## config.mk

```make
export PLATFORM = sky130hd
export DESIGN_NAME = stereo_auto_gain_control_flat
export DESIGN_NICKNAME = d
export VERILOG_FILES = /design/src/design/agc_pkg.sv /design/src/design/agc_cfg_if.sv /design/src/design/agc_in_if.sv /design/src/design/agc_out_if.sv /design/src/design/stereo_auto_gain_control.sv /design/src/design/agc_mac.sv /design/src/design/agc_div.sv /design/src/flat_wrapper.sv
export SDC_FILE = /design/constraint.sdc
export NUM_CORES = 2
export LEC_CHECK = 0
export BUFFER_PORTS_ARGS = -buffer_cell sky130_fd_sc_hd__buf_2
export CORE_ASPECT_RATIO = 0.8
export CORE_MARGIN = 2
export CORE_UTILIZATION = 65
export CTS_CLUSTER_DIAMETER = 60
export CTS_CLUSTER_SIZE = 8
export DETAILED_ROUTE_END_ITERATION = 8
export MAX_ROUTING_LAYER = met4
export PLACE_DENSITY = 0.83
export SYNTH_ARGS = -nofsm -noshare
export SYNTH_HDL_FRONTEND = slang
export SYNTH_HIERARCHICAL = 1
export SYNTH_SLANG_ARGS = --single-unit
```

## constraint.sdc

```tcl
create_clock -name clk -period 13.7 [get_ports clk]
set_clock_uncertainty 0.2 [all_clocks]
set_input_delay 2.74 -clock clk [delete_from_list [all_inputs] [get_ports clk]]
set_output_delay 2.74 -clock clk [all_outputs]
set_load 0.005 [all_outputs]
```

## src/design/agc_pkg.sv

```systemverilog
package agc_pkg;

  // field and datapath widths
  localparam int unsigned SMP_W     = 16;
  localparam int unsigned COEF_W    = 16;
  localparam int unsigned ENV_W     = 17;
  localparam int unsigned GAIN_W    = 16;
  localparam int unsigned MAC_W     = 18;
  localparam int unsigned ACC_W     = 2 * MAC_W;
  localparam int unsigned DIV_NUM_W = COEF_W + 11;
  localparam int unsigned DIV_DEN_W = ENV_W;
  localparam int unsigned DIV_CNT_W = 5;
  localparam int unsigned CFG_IDX_W = 3;

  // fixed-point constants
  localparam logic [ENV_W-1:0]  ONE_Q16    = 17'd65536;
  localparam logic [ENV_W-1:0]  ENV_MAX    = 17'd65536;
  localparam logic [GAIN_W-1:0] UNITY_GAIN = 16'd2048;
  localparam logic [GAIN_W-1:0] MIN_GAIN   = 16'd205;
  localparam logic [15:0]       RND_Q16    = 16'd32768;
  localparam logic [15:0]       RND_Q11    = 16'd1024;

  // configuration register indexes
  localparam logic [CFG_IDX_W-1:0] REG_ENABLED       = 3'd0;
  localparam logic [CFG_IDX_W-1:0] REG_TARGET_LEVEL  = 3'd1;
  localparam logic [CFG_IDX_W-1:0] REG_MAX_GAIN      = 3'd2;
  localparam logic [CFG_IDX_W-1:0] REG_ATTACK_COEFF  = 3'd3;
  localparam logic [CFG_IDX_W-1:0] REG_RELEASE_COEFF = 3'd4;

  // input item kinds
  localparam logic KIND_FRAME   = 1'b0;
  localparam logic KIND_RESTART = 1'b1;

  // multiply-accumulate control
  typedef struct packed {
    logic        load;
    logic        accum;
    logic [15:0] rnd;
  } mac_ctl_t;

  // divider status
  typedef struct packed {
    logic busy;
    logic done;
  } div_stat_t;

endpackage

```

## src/design/agc_cfg_if.sv

```systemverilog
interface agc_cfg_if;
  logic                           valid;
  logic                           ready;
  logic [agc_pkg::CFG_IDX_W-1:0]  index;
  logic [agc_pkg::COEF_W-1:0]     data;

  modport source (output valid, output index, output data, input ready);
  modport sink (input valid, input index, input data, output ready);
endinterface

```

## src/design/agc_in_if.sv

```systemverilog
interface agc_in_if;
  logic                             valid;
  logic                             ready;
  logic                             kind;
  logic signed [agc_pkg::SMP_W-1:0] left_in;
  logic signed [agc_pkg::SMP_W-1:0] right_in;

  modport source (output valid, output kind, output left_in, output right_in, input ready);
  modport sink (input valid, input kind, input left_in, input right_in, output ready);
endinterface

```

## src/design/agc_out_if.sv

```systemverilog
interface agc_out_if;
  logic                             valid;
  logic                             ready;
  logic signed [agc_pkg::SMP_W-1:0] left_out;
  logic signed [agc_pkg::SMP_W-1:0] right_out;

  modport source (output valid, output left_out, output right_out, input ready);
  modport sink (input valid, input left_out, input right_out, output ready);
endinterface

```

## src/design/stereo_auto_gain_control.sv

```systemverilog
// an enabled frame passes the envelope, divide (skipped when the new envelope is zero),
// gain, sample and store steps; a disabled frame goes straight to store; a restart is done in idle
// throughput: one item at a time, next taken the cycle after the result is stored if no
// register write waits; the restoring divider and the shared multiplier set the pace
// reset: synchronous, registers take their reset values, envelope 32768, gain unity
module stereo_auto_gain_control (
  input  logic       clk,
  input  logic       rst,
  agc_cfg_if.sink    cfg,
  agc_in_if.sink     in_ch,
  agc_out_if.source  out_ch
);

  localparam logic [3:0] S_IDLE   = 4'd0;
  localparam logic [3:0] S_ENV_A  = 4'd1;
  localparam logic [3:0] S_ENV_B  = 4'd2;
  localparam logic [3:0] S_ENV_C  = 4'd3;
  localparam logic [3:0] S_DIV    = 4'd4;
  localparam logic [3:0] S_GAIN_A = 4'd5;
  localparam logic [3:0] S_GAIN_B = 4'd6;
  localparam logic [3:0] S_GAIN_C = 4'd7;
  localparam logic [3:0] S_LEFT   = 4'd8;
  localparam logic [3:0] S_RIGHT  = 4'd9;
  localparam logic [3:0] S_SAT    = 4'd10;
  localparam logic [3:0] S_PUSH   = 4'd11;

  logic [3:0] state;

  // configuration registers
  logic                          enabled;
  logic [agc_pkg::COEF_W-1:0]    target_level;
  logic [agc_pkg::GAIN_W-1:0]    max_gain;
  logic [agc_pkg::COEF_W-1:0]    attack_coeff;
  logic [agc_pkg::COEF_W-1:0]    release_coeff;

  // tracking state
  logic [agc_pkg::ENV_W-1:0]     env;
  logic [agc_pkg::GAIN_W-1:0]    gain;

  // per-item working registers
  logic signed [agc_pkg::SMP_W-1:0] smp_l;
  logic signed [agc_pkg::SMP_W-1:0] smp_r;
  logic [agc_pkg::ENV_W-1:0]        peak;
  logic [agc_pkg::COEF_W-1:0]       coef;
  logic [agc_pkg::GAIN_W-1:0]       tgt;
  logic signed [agc_pkg::SMP_W-1:0] res_l;
  logic signed [agc_pkg::SMP_W-1:0] res_r;

  // output register
  logic                             out_valid;
  logic signed [agc_pkg::SMP_W-1:0] out_l;
  logic signed [agc_pkg::SMP_W-1:0] out_r;

  // shared units
  agc_pkg::mac_ctl_t                   mac_ctl;
  logic signed [agc_pkg::MAC_W-1:0]    mac_a;
  logic signed [agc_pkg::MAC_W-1:0]    mac_b;
  logic signed [agc_pkg::ACC_W-1:0]    acc;
  agc_pkg::div_stat_t                  div_stat;
  logic                                div_start;
  logic [agc_pkg::DIV_NUM_W-1:0]       div_quo;

  logic [agc_pkg::SMP_W-1:0]  mag_l;
  logic [agc_pkg::SMP_W-1:0]  mag_r;
  logic [agc_pkg::ENV_W-1:0]  peak_in;
  logic [agc_pkg::ENV_W-1:0]  env_new;
  logic [agc_pkg::COEF_W-1:0] coef_sel;
  logic [agc_pkg::ENV_W-1:0]  one_minus;
  logic [agc_pkg::DIV_NUM_W-1:0] quo_lo;
  logic [agc_pkg::GAIN_W-1:0] tgt_clamped;

  // round-shifted product to q15 sample with saturation
  function automatic logic signed [agc_pkg::SMP_W-1:0] sat_q11(
    input logic signed [agc_pkg::ACC_W-1:0] v
  );
    logic signed [agc_pkg::ACC_W-1:0] s;
    s = v >>> 11;
    if (s > 36'sd32767) begin
      return 16'sh7fff;
    end else if (s < -36'sd32768) begin
      return 16'sh8000;
    end else begin
      return s[agc_pkg::SMP_W-1:0];
    end
  endfunction

  // peak of the incoming frame
  assign mag_l   = in_ch.left_in[15] ? 16'(-in_ch.left_in) : 16'(in_ch.left_in);
  assign mag_r   = in_ch.right_in[15] ? 16'(-in_ch.right_in) : 16'(in_ch.right_in);
  assign peak_in = (mag_r > mag_l) ? {mag_r, 1'b0} : {mag_l, 1'b0};

  // smoothing weight complement
  assign coef_sel  = (state == S_ENV_B) ? coef : release_coeff;
  assign one_minus = agc_pkg::ONE_Q16 - {1'b0, coef_sel};

  // new envelope from accumulator
  assign env_new = acc[32:16];

  // target gain clamp: lower bound first, then max_gain
  assign quo_lo      = (div_quo < agc_pkg::DIV_NUM_W'(agc_pkg::MIN_GAIN)) ?
                       agc_pkg::DIV_NUM_W'(agc_pkg::MIN_GAIN) : div_quo;
  assign tgt_clamped = (quo_lo > agc_pkg::DIV_NUM_W'(max_gain)) ?
                       max_gain : quo_lo[agc_pkg::GAIN_W-1:0];

  assign div_start = (state == S_ENV_C) && (env_new != '0);

  // operand select for the shared multiplier
  always_comb begin
    mac_ctl = '0;
    mac_a   = '0;
    mac_b   = '0;
    unique case (state)
      S_ENV_A: begin
        mac_a       = $signed({1'b0, env});
        mac_b       = $signed({2'b0, coef});
        mac_ctl.load = 1'b1;
        mac_ctl.rnd  = agc_pkg::RND_Q16;
      end
      S_ENV_B: begin
        mac_a         = $signed({1'b0, one_minus});
        mac_b         = $signed({1'b0, peak});
        mac_ctl.accum = 1'b1;
      end
      S_GAIN_A: begin
        mac_a       = $signed({2'b0, release_coeff});
        mac_b       = $signed({2'b0, gain});
        mac_ctl.load = 1'b1;
        mac_ctl.rnd  = agc_pkg::RND_Q16;
      end
      S_GAIN_B: begin
        mac_a         = $signed({1'b0, one_minus});
        mac_b         = $signed({2'b0, tgt});
        mac_ctl.accum = 1'b1;
      end
      S_LEFT: begin
        mac_a       = {{2{smp_l[15]}}, smp_l};
        mac_b       = $signed({2'b0, gain});
        mac_ctl.load = 1'b1;
        mac_ctl.rnd  = agc_pkg::RND_Q11;
      end
      S_RIGHT: begin
        mac_a       = {{2{smp_r[15]}}, smp_r};
        mac_b       = $signed({2'b0, gain});
        mac_ctl.load = 1'b1;
        mac_ctl.rnd  = agc_pkg::RND_Q11;
      end
      default: begin
        mac_ctl = '0;
      end
    endcase
  end

  agc_mac u_mac (
    .clk (clk),
    .ctl (mac_ctl),
    .a   (mac_a),
    .b   (mac_b),
    .acc (acc)
  );

  agc_div u_div (
    .clk   (clk),
    .rst   (rst),
    .start (div_start),
    .num   ({target_level, 11'b0}),
    .den   (env_new),
    .stat  (div_stat),
    .quo   (div_quo)
  );

  // sequencer, tracking state and configuration
  always_ff @(posedge clk) begin
    if (rst) begin
      state         <= S_IDLE;
      out_valid     <= 1'b0;
      enabled       <= 1'b0;
      target_level  <= 16'd32768;
      max_gain      <= 16'd8192;
      attack_coeff  <= 16'd65524;
      release_coeff <= 16'd65533;
      env           <= 17'd32768;
      gain          <= agc_pkg::UNITY_GAIN;
    end else begin
      // result register: set by the store step, cleared when the beat is taken
      if ((state == S_PUSH) && (!out_valid || out_ch.ready)) begin
        out_valid <= 1'b1;
      end else if (out_valid && out_ch.ready) begin
        out_valid <= 1'b0;
      end

      unique case (state)
        S_IDLE: begin
          if (in_ch.valid && in_ch.ready) begin
            smp_l <= in_ch.left_in;
            smp_r <= in_ch.right_in;
            peak  <= peak_in;
            coef  <= (peak_in > env) ? attack_coeff : release_coeff;
            res_l <= in_ch.left_in;
            res_r <= in_ch.right_in;
            if (in_ch.kind == agc_pkg::KIND_RESTART) begin
              env  <= {1'b0, target_level};
              gain <= agc_pkg::UNITY_GAIN;
            end else if (!enabled) begin
              state <= S_PUSH;
            end else begin
              state <= S_ENV_A;
            end
          end
        end
        S_ENV_A: state <= S_ENV_B;
        S_ENV_B: state <= S_ENV_C;
        S_ENV_C: begin
          env <= env_new;
          if (env_new == '0) begin
            tgt   <= agc_pkg::UNITY_GAIN;
            state <= S_GAIN_A;
          end else begin
            state <= S_DIV;
          end
        end
        S_DIV: begin
          if (div_stat.done) begin
            tgt   <= tgt_clamped;
            state <= S_GAIN_A;
          end
        end
        S_GAIN_A: state <= S_GAIN_B;
        S_GAIN_B: state <= S_GAIN_C;
        S_GAIN_C: begin
          gain  <= acc[31:16];
          state <= S_LEFT;
        end
        S_LEFT: state <= S_RIGHT;
        S_RIGHT: begin
          res_l <= sat_q11(acc);
          state <= S_SAT;
        end
        S_SAT: begin
          res_r <= sat_q11(acc);
          state <= S_PUSH;
        end
        S_PUSH: begin
          if (!out_valid || out_ch.ready) begin
            out_l     <= res_l;
            out_r     <= res_r;
            state     <= S_IDLE;
          end
        end
        default: state <= S_IDLE;
      endcase

      // register writes, only while idle
      if (cfg.valid && cfg.ready) begin
        unique case (cfg.index)
          agc_pkg::REG_ENABLED: begin
            if (cfg.data[0] && !enabled) begin
              env  <= {1'b0, target_level};
              gain <= agc_pkg::UNITY_GAIN;
            end
            enabled <= cfg.data[0];
          end
          agc_pkg::REG_TARGET_LEVEL:  target_level  <= cfg.data;
          agc_pkg::REG_MAX_GAIN:      max_gain      <= cfg.data;
          agc_pkg::REG_ATTACK_COEFF:  attack_coeff  <= cfg.data;
          agc_pkg::REG_RELEASE_COEFF: release_coeff <= cfg.data;
          default: ;
        endcase
      end
    end
  end

  // a register write takes precedence over an input beat while idle
  assign cfg.ready       = (state == S_IDLE);
  assign in_ch.ready     = (state == S_IDLE) && !cfg.valid;
  assign out_ch.valid    = out_valid;
  assign out_ch.left_out = out_l;
  assign out_ch.right_out = out_r;

  // a result appears only from the store step
  a_push_only: assert property (@(posedge clk) disable iff (rst)
    $rose(out_valid) |-> $past(state) == S_PUSH)
    else $error("result beat raised outside store step");

  // divider finishes only while the sequencer waits on it
  a_div_done: assert property (@(posedge clk) disable iff (rst)
    div_stat.done |-> state == S_DIV)
    else $error("divider done outside divide step");

  // envelope stays within full scale
  a_env_range: assert property (@(posedge clk) disable iff (rst)
    env <= agc_pkg::ENV_MAX)
    else $error("envelope above full scale");

  // restart beat reloads envelope and gain
  a_restart: assert property (@(posedge clk) disable iff (rst)
    (in_ch.valid && in_ch.ready && in_ch.kind == agc_pkg::KIND_RESTART)
      |=> (env == {1'b0, $past(target_level)}) && (gain == agc_pkg::UNITY_GAIN))
    else $error("restart did not reload state");

endmodule

```

## src/design/agc_mac.sv

```systemverilog
module agc_mac (
  input  logic                                clk,
  input  agc_pkg::mac_ctl_t                   ctl,
  input  logic signed [agc_pkg::MAC_W-1:0]    a,
  input  logic signed [agc_pkg::MAC_W-1:0]    b,
  output logic signed [agc_pkg::ACC_W-1:0]    acc
);

  logic signed [agc_pkg::ACC_W-1:0] prod;
  logic signed [agc_pkg::ACC_W-1:0] rnd_ext;

  // single signed multiplier
  assign prod    = a * b;
  assign rnd_ext = $signed({{(agc_pkg::ACC_W-16){1'b0}}, ctl.rnd});

  // accumulator: load product plus rounding constant or add product to running sum
  always_ff @(posedge clk) begin
    if (ctl.load) begin
      acc <= prod + rnd_ext;
    end else if (ctl.accum) begin
      acc <= acc + prod;
    end
  end

endmodule

```

## src/design/agc_div.sv

```systemverilog
module agc_div (
  input  logic                              clk,
  input  logic                              rst,
  input  logic                              start,
  input  logic [agc_pkg::DIV_NUM_W-1:0]     num,
  input  logic [agc_pkg::DIV_DEN_W-1:0]     den,
  output agc_pkg::div_stat_t                stat,
  output logic [agc_pkg::DIV_NUM_W-1:0]     quo
);

  logic                              busy;
  logic                              done;
  logic [agc_pkg::DIV_CNT_W-1:0]     cnt;
  logic [agc_pkg::DIV_DEN_W-1:0]     rem;
  logic [agc_pkg::DIV_DEN_W-1:0]     dsr;
  logic [agc_pkg::DIV_DEN_W:0]       rem_sh;
  logic [agc_pkg::DIV_DEN_W:0]       diff;
  logic                              ge;

  // one restoring step: shift in next dividend bit, trial subtract
  assign rem_sh = {rem, quo[agc_pkg::DIV_NUM_W-1]};
  assign diff   = rem_sh - {1'b0, dsr};
  assign ge     = (rem_sh >= {1'b0, dsr});

  // control
  always_ff @(posedge clk) begin
    if (rst) begin
      busy <= 1'b0;
      done <= 1'b0;
      cnt  <= '0;
    end else begin
      done <= busy && (cnt == agc_pkg::DIV_CNT_W'(1));
      if (start) begin
        busy <= 1'b1;
        cnt  <= agc_pkg::DIV_CNT_W'(agc_pkg::DIV_NUM_W);
      end else if (busy) begin
        cnt <= cnt - 1'b1;
        if (cnt == agc_pkg::DIV_CNT_W'(1)) begin
          busy <= 1'b0;
        end
      end
    end
  end

  // dividend shifts out while quotient bits shift in
  always_ff @(posedge clk) begin
    if (start) begin
      quo <= num;
      rem <= '0;
      dsr <= den;
    end else if (busy) begin
      quo <= {quo[agc_pkg::DIV_NUM_W-2:0], ge};
      rem <= ge ? diff[agc_pkg::DIV_DEN_W-1:0] : rem_sh[agc_pkg::DIV_DEN_W-1:0];
    end
  end

  assign stat.busy = busy;
  assign stat.done = done;

endmodule
```

## src/flat_wrapper.sv

```systemverilog
// flat-port wrapper written by rule: the top's interface ports become plain ports
module stereo_auto_gain_control_flat 
  (clk, rst, cfg_valid, cfg_index, cfg_data, cfg_ready, in_ch_valid, in_ch_kind, in_ch_left_in, in_ch_right_in, in_ch_ready, out_ch_valid, out_ch_left_out, out_ch_right_out, out_ch_ready);
  agc_cfg_if cfg_i ();
  agc_in_if in_ch_i ();
  agc_out_if out_ch_i ();
  input  logic clk;
  input  logic rst;
  input wire logic [$bits(cfg_i.valid)-1:0] cfg_valid;
  input wire logic [$bits(cfg_i.index)-1:0] cfg_index;
  input wire logic [$bits(cfg_i.data)-1:0] cfg_data;
  output wire logic [$bits(cfg_i.ready)-1:0] cfg_ready;
  input wire logic [$bits(in_ch_i.valid)-1:0] in_ch_valid;
  input wire logic [$bits(in_ch_i.kind)-1:0] in_ch_kind;
  input wire logic [$bits(in_ch_i.left_in)-1:0] in_ch_left_in;
  input wire logic [$bits(in_ch_i.right_in)-1:0] in_ch_right_in;
  output wire logic [$bits(in_ch_i.ready)-1:0] in_ch_ready;
  output wire logic [$bits(out_ch_i.valid)-1:0] out_ch_valid;
  output wire logic [$bits(out_ch_i.left_out)-1:0] out_ch_left_out;
  output wire logic [$bits(out_ch_i.right_out)-1:0] out_ch_right_out;
  input wire logic [$bits(out_ch_i.ready)-1:0] out_ch_ready;
  assign cfg_i.valid = cfg_valid;
  assign cfg_i.index = cfg_index;
  assign cfg_i.data = cfg_data;
  assign cfg_ready = cfg_i.ready;
  assign in_ch_i.valid = in_ch_valid;
  assign in_ch_i.kind = in_ch_kind;
  assign in_ch_i.left_in = in_ch_left_in;
  assign in_ch_i.right_in = in_ch_right_in;
  assign in_ch_ready = in_ch_i.ready;
  assign out_ch_valid = out_ch_i.valid;
  assign out_ch_left_out = out_ch_i.left_out;
  assign out_ch_right_out = out_ch_i.right_out;
  assign out_ch_i.ready = out_ch_ready;
  stereo_auto_gain_control u_core (.clk(clk), .rst(rst), .cfg(cfg_i), .in_ch(in_ch_i), .out_ch(out_ch_i));
endmodule
```

# Yosys cells after proc, flatten, opt, wreduce, memory -nomap -nowiden
# Cells that the tools add are included.
[op_classes]
bitwise = 1
n_mux = 52
n_shift = 0
n_eq_ne = 21
n_addsub = 7
order_cmp = 7
n_div = 0
n_reduce_logical = 39
multipliers = 1
[ops]
columns = ["op", "count"]
rows = [
  ["16-bit 2-to-1 mux", 16],
  ["16-bit one-hot mux with 2 select lines", 5],
  ["17-bit 2-to-1 mux", 7],
  ["18-bit one-hot mux with 5 select lines", 1],
  ["27-bit 2-to-1 mux", 3],
  ["36-bit 2-to-1 mux", 2],
  ["17-bit one-hot mux with 4 select lines", 1],
  ["4-bit one-hot mux with 12 select lines", 1],
  ["36-bit by 17-bit adder with 36-bit output", 1],
  ["36-bit adder", 1],
  ["18-bit by 18-bit multiplier with 36-bit output", 1],
  ["17-bit one-hot mux with 2 select lines", 1],
  ["16-bit negation", 2],
  ["27-bit by 16-bit > comparator with 1-bit output", 1],
  ["27-bit by 8-bit less-than comparator with 1-bit output, second input constant", 1],
  ["25-bit by 16-bit > comparator with 1-bit output, second input constant", 1],
  ["25-bit by 16-bit less-than comparator with 1-bit output, second input constant", 1],
  ["4-bit 2-to-1 mux", 5],
  ["18-bit by 17-bit >= comparator with 1-bit output", 1],
  ["17-bit > comparator", 1],
  ["17-bit zero test", 1],
  ["17-bit nonzero test", 1],
  ["17-bit by 16-bit subtractor with 17-bit output, first input constant", 1],
  ["17-bit subtractor", 1],
  ["other kinds (26)", 71],
]
[totals]
word_cells = 155
n_memories = 0
ram_bits = 0
ff_bits = 352
output_inout_bits = 35
latch_bits = 0
input_bits = 57
mem_bits_ro = 0

# Depth between registers and ports, before layout
[logic_depth]
depth_word = 8
ltp_mapped = 45

# Hierarchy
# Netlist, hierarchy kept.
[by_module_without_submodules]
columns = ["mod", "n_inst", "area_per_inst_um2", "cells_each"]
rows = [
  ["agc_mac", 1, 15407.3, 1651],
  ["stereo_auto_gain_control", 1, 12891.1, 1290],
  ["agc_div", 1, 3682.3, 333],
]

# Worst setup path after synthesis
# No wires, ideal clock.
[synth_path]
kind = "flip-flop to flip-flop"
from = "reg u_core.state[2]"
to = "reg u_core/u_mac/acc[35] (netlist bit) (data pin)"
synth_period_minus_slack_ps = 9996
path_buffers = 5
slack_ps = 3704
setup_time_ps = 260
stages_incl_launch_ff = 43
arrival_time_ps = 9536
path_cell_list = "dfxtp_1 -> buf_2 -> nor4b_2 -> buf_2 -> buf_2 -> buf_2 -> mux2i_1 -> ha_1 -> nand2b_1 -> nor4_1 -> xnor2_1 -> a21oi_1 -> o21ai_0 -> clkbuf_1 -> nand2_1 -> fa_1 -> inv_1 -> fa_1 -> (+7 left out) -> a21o_1 -> a21o_1 -> a21oi_1 -> o31ai_2 -> a21oi_1 -> o21bai_1 -> a21oi_1 -> xnor2_1 -> ha_1 -> a21o_1 -> a21o_1 -> a21oi_1 -> o21ai_0 -> a41oi_2 -> o31a_1 -> o21ai_2 -> xnor2_1 -> xnor2_1"
[synth_between]
elab_chain_cells = 8
word_cells_on_any_way = 22
[synth_lines]
columns = ["item", "line", "source"]
rows = [
  ["start: declaration", "stereo_auto_gain_control.sv:27", "logic [3:0] state;"],
  ["start signal: assignment", "stereo_auto_gain_control.sv:174", "state <= S_IDLE;"],
  ["start signal: assignment", "stereo_auto_gain_control.sv:204", "state <= S_PUSH;"],
  ["start signal: assignment", "stereo_auto_gain_control.sv:206", "state <= S_ENV_A;"],
  ["4-bit by 2-bit equality test with 1-bit output", "stereo_auto_gain_control.sv:93, stereo_auto_gain_control.sv:112", ""],
  ["16-bit 2-to-1 mux", "stereo_auto_gain_control.sv:93", "assign coef_sel = (state == S_ENV_B) ? coef : release_coeff;"],
  ["17-bit by 16-bit subtractor with 17-bit output", "stereo_auto_gain_control.sv:94", "assign one_minus = agc_pkg::ONE_Q16 - {1'b0, coef_sel};"],
  ["18-bit one-hot mux with 5 select lines (*)", "stereo_auto_gain_control.sv:112", "unique case (state)"],
  ["net u_core.mac_a, one bit", "stereo_auto_gain_control.sv:56", "logic signed [agc_pkg::MAC_W-1:0] mac_a;"],
  ["18-bit by 18-bit multiplier with 36-bit output (*)", "agc_mac.sv:13", "assign prod = a * b;"],
  ["36-bit adder", "agc_mac.sv:21", "acc <= acc + prod;"],
  ["36-bit 2-to-1 mux", "agc_mac.sv:20", "end else if (ctl.accum) begin"],
  ["36-bit 2-to-1 mux (*)", "agc_mac.sv:18", "if (ctl.load) begin"],
  ["end signal: assignment", "agc_mac.sv:19", "acc <= prod + rnd_ext;"],
  ["end signal: assignment", "agc_mac.sv:21", ""],
  ["end: declaration", "agc_mac.sv:6", "output logic signed [agc_pkg::ACC_W-1:0] acc"],
]
# Mark *: on every way through the listed nets, which the timed path passes. The rest lies on a longest branch. The select of a mux whose other input is x is not followed.
# A chain may end at the register's enable or synchronous reset.

# Worst setup path after layout
[layout_path]
from = "reg u_core.state[0]"
to = "reg u_core/u_mac/acc[35] (netlist bit) (data pin)"
[layout_between]
word_cells_on_any_way = 22
[layout_rtl]
columns = ["item", "line", "source"]
rows = [
  ["4-bit by 3-bit equality test with 1-bit output, or another cell as far along", "stereo_auto_gain_control.sv:112", ""],
  ["3-bit OR reduction (no source line)", "n/a", ""],
  ["17-bit one-hot mux with 4 select lines (*)", "stereo_auto_gain_control.sv:112", ""],
  ["net u_core.mac_b, one bit", "stereo_auto_gain_control.sv:57", "logic signed [agc_pkg::MAC_W-1:0] mac_b;"],
  ["18-bit by 18-bit multiplier with 36-bit output (*)", "agc_mac.sv:13", ""],
  ["36-bit adder", "agc_mac.sv:21", ""],
  ["36-bit 2-to-1 mux", "agc_mac.sv:20", ""],
  ["36-bit 2-to-1 mux (*)", "agc_mac.sv:18", ""],
]
# Marked as above.

==> summary.md <==
| Metric | Value |
|---|---|
| Final hold vios | `0` |
| Initial cell density of the core | `approximately 66%` |
| Buffer depth of the longest clock path | `3` |
| Final net count | `3,932` |
| Post-DRT Antenna Nets | `0` |
| Slowest-stage cell, CP | `dfxtp_1` |
| H-Tree Level Count | `2` |
| Status | `finished clean` |
| Num CTS Buffers | `50` |
| Synth Area per Inst | `9.77 sq um` |
| Post-DR vias/cell | `6.25` |
| Critical path arrival | `approximately 12,000 ps` |
| Fmax | `87.5 MHz` |
| Crit path launch type | `register` |
| First-pass DRT Iterations | `9` |
| Crit Path Max Fanout | `24` |
| GP Congestion | `1.03` |
| DRC Markers | `0` |
| Via Count | `25,100` |
| Layout Area Growth over Synthesis | `8.20%` |
| RSZ-0062 raised after global routing | `false` |
| Max incr delay on CP | `roughly 1000 ps` |
| Resized cells post-CTS | `0` |
| # clock sinks | `351` |
| CP endpoint kind | `register` |
| Setup TNS | `0 ps` |
| IO Port Bufs | `91` |
| Row cnt | `about 70` |
| Fin crit share | `a little over four fifths` |
| Worst-margin pin slew | `roughly 1400 ps` |
| Fill cell total of the finished layout | `3,650` |
| Area of the core | `48,500 sq um` |
| Pin count of the biggest net entering global routing | `between 80 and 90` |
| Clock Root Buffer | `clkbuf_16` |
| Final core occ | `71.4%` |
| Max Cap Viol | `0` |
| Initial DRC count | `2,973` |
| Dpl hpwl | `69,300 um` |
| I/O pin cnt | `92` |
| Mapped cell area | `32,000 sq um` |
| Post-CTS Setup Bufs | `0` |
| Critical path's top delay family | `adder cells` |
| Clk Latency, worst-skew pair | `580 ps` |
| CP most frequent cell | `inv_1` |
| GRT overflow | `0` |
| DR WL/cell | `between 20 and 25 um` |
| Vert. Die Dim | `202 um` |
| Clock tree from TritonCTS | `built` |
| Final Setup Violations | `0` |
| Worst Path Buf+Inv | `7` |
| Clock transition at path regs | `roughly 50 ps` |
| Hold-fix buffers at CTS | `0` |
| Min-Delay Path Class | `register to register` |
| Critical path required time | `13,800 ps` |
| First-pass GRT wire length | `144,000 um` |
| Post-Syn Instances | `3,273` |
| Period minus WS final | `11,430 ps` |
| Share of layout cells above drive strength 1 | `10.1%` |
| CP Class | `register to register` |
| Finished Cell Area | `34,600 sq um` |
| Relative slew slack | `9.36%` |
| Yosys warning total | `6` |
| Final WL | `91,300 um` |
| Area after DPL | `33,100 sq um` |
| Max-slew violations | `0` |
| Vias in the first global route | `about 26,000` |
| Die X | `252 um` |
| Die ar. | `51,000 sq um` |
| Global Route Usage Sum | `37.8%` |
| Initial antenna violation count | `5` |
==> placed cells by master, fill, tap and decap left out, drive strengths merged, types with 64 or more instances in the layout <==
master	n
a21oi	163
and2	174
buf	129
clkbuf	90
dfxtp	127
edfxtp	224
fa	331
ha	201
inv	486
mux2	73
nand2	344
nor2	175
o21ai	93
xnor2	64
==> sequential cells by signal, summed over array words and instances, names as in the netlist, 5 cells and up <==
| signal | cells |
|---|---|
| u_core/attack_coeff | 16 |
| u_core/smp_l | 16 |
| u_core/tgt | 16 |
| u_core/target_level | 16 |
| u_core/u_div/quo | 27 |
| u_core/out_ch.right_out | 16 |
| u_core/gain | 16 |
| u_core/smp_r | 16 |
| u_core/release_coeff | 16 |
| u_core/peak | 16 |
| u_core/res_l | 16 |
| u_core/max_gain | 16 |
| u_core/u_mac/acc | 36 |
| u_core/env | 17 |
| u_core/u_div/dsr | 17 |
| u_core/u_div/cnt | 5 |
| u_core/res_r | 16 |
| u_core/coef | 16 |
| u_core/out_ch.left_out | 16 |
| u_core/u_div/rem | 17 |
==> path summary, 6_finish.rpt <==
kind                           startpoint                             endpoint  slack [ps]  cells past startpoint
min             u_core/res_l[9]$_DFFE_PP_  u_core/out_ch.left_out[9]$_DFFE_PP_         210                      0
max          u_core/state[0]$_SDFFE_PP0P_       u_core/u_mac/acc[35]$_DFFE_PP_        2270                     38
min reg2reg     u_core/res_l[9]$_DFFE_PP_  u_core/out_ch.left_out[9]$_DFFE_PP_         210                      0
max reg2reg  u_core/state[0]$_SDFFE_PP0P_       u_core/u_mac/acc[35]$_DFFE_PP_        2270                     38
==> layer usage <==
layer / routed length [um] / vias up / part of all wire (%) / global-route usage (%)
li1: - / 11100 / - / -
met4: 3270 / 0 / 3.6 / 12.4
met3: 9660 / 207 / 11 / 6.37
met2: 39900 / 1422 / 44 / 55.2
met5: 0 / - / 0 / -
met1: 38500 / 12400 / 42 / 54.0
==> metrics by stage <==
stage / worst slack (ps) / hold slack (ps) / std cells
finish: 2270 / 215 / 4018
detailed placement: 2570 / 205 / 3920
CTS: 2480 / 216 / 4013
global route: 1660 / 225 / 4018
floorplan: 3700 / 200 / 3304
global placement: 2810 / 204 / 3920
==> cell type report <==
cell class                      count  area, sq um  share of cell area (%)
Inverter                          484         1820                    5.25
Timing Repair Buffer              129          741                    2.14
Clock buffer                       90         1420                    4.11
Sequential cell                   351         9270                    26.8
Clock inverter                      3         36.3                   0.105
Tap cell                          629          787                    2.27
Multi-Input combinational cell   2327        20500                    59.3
Antenna cell                        5         12.5                  0.0362
Power is not shown: default switching activity piles up to over one toggle a cycle in this logic, so the estimate is an artifact.
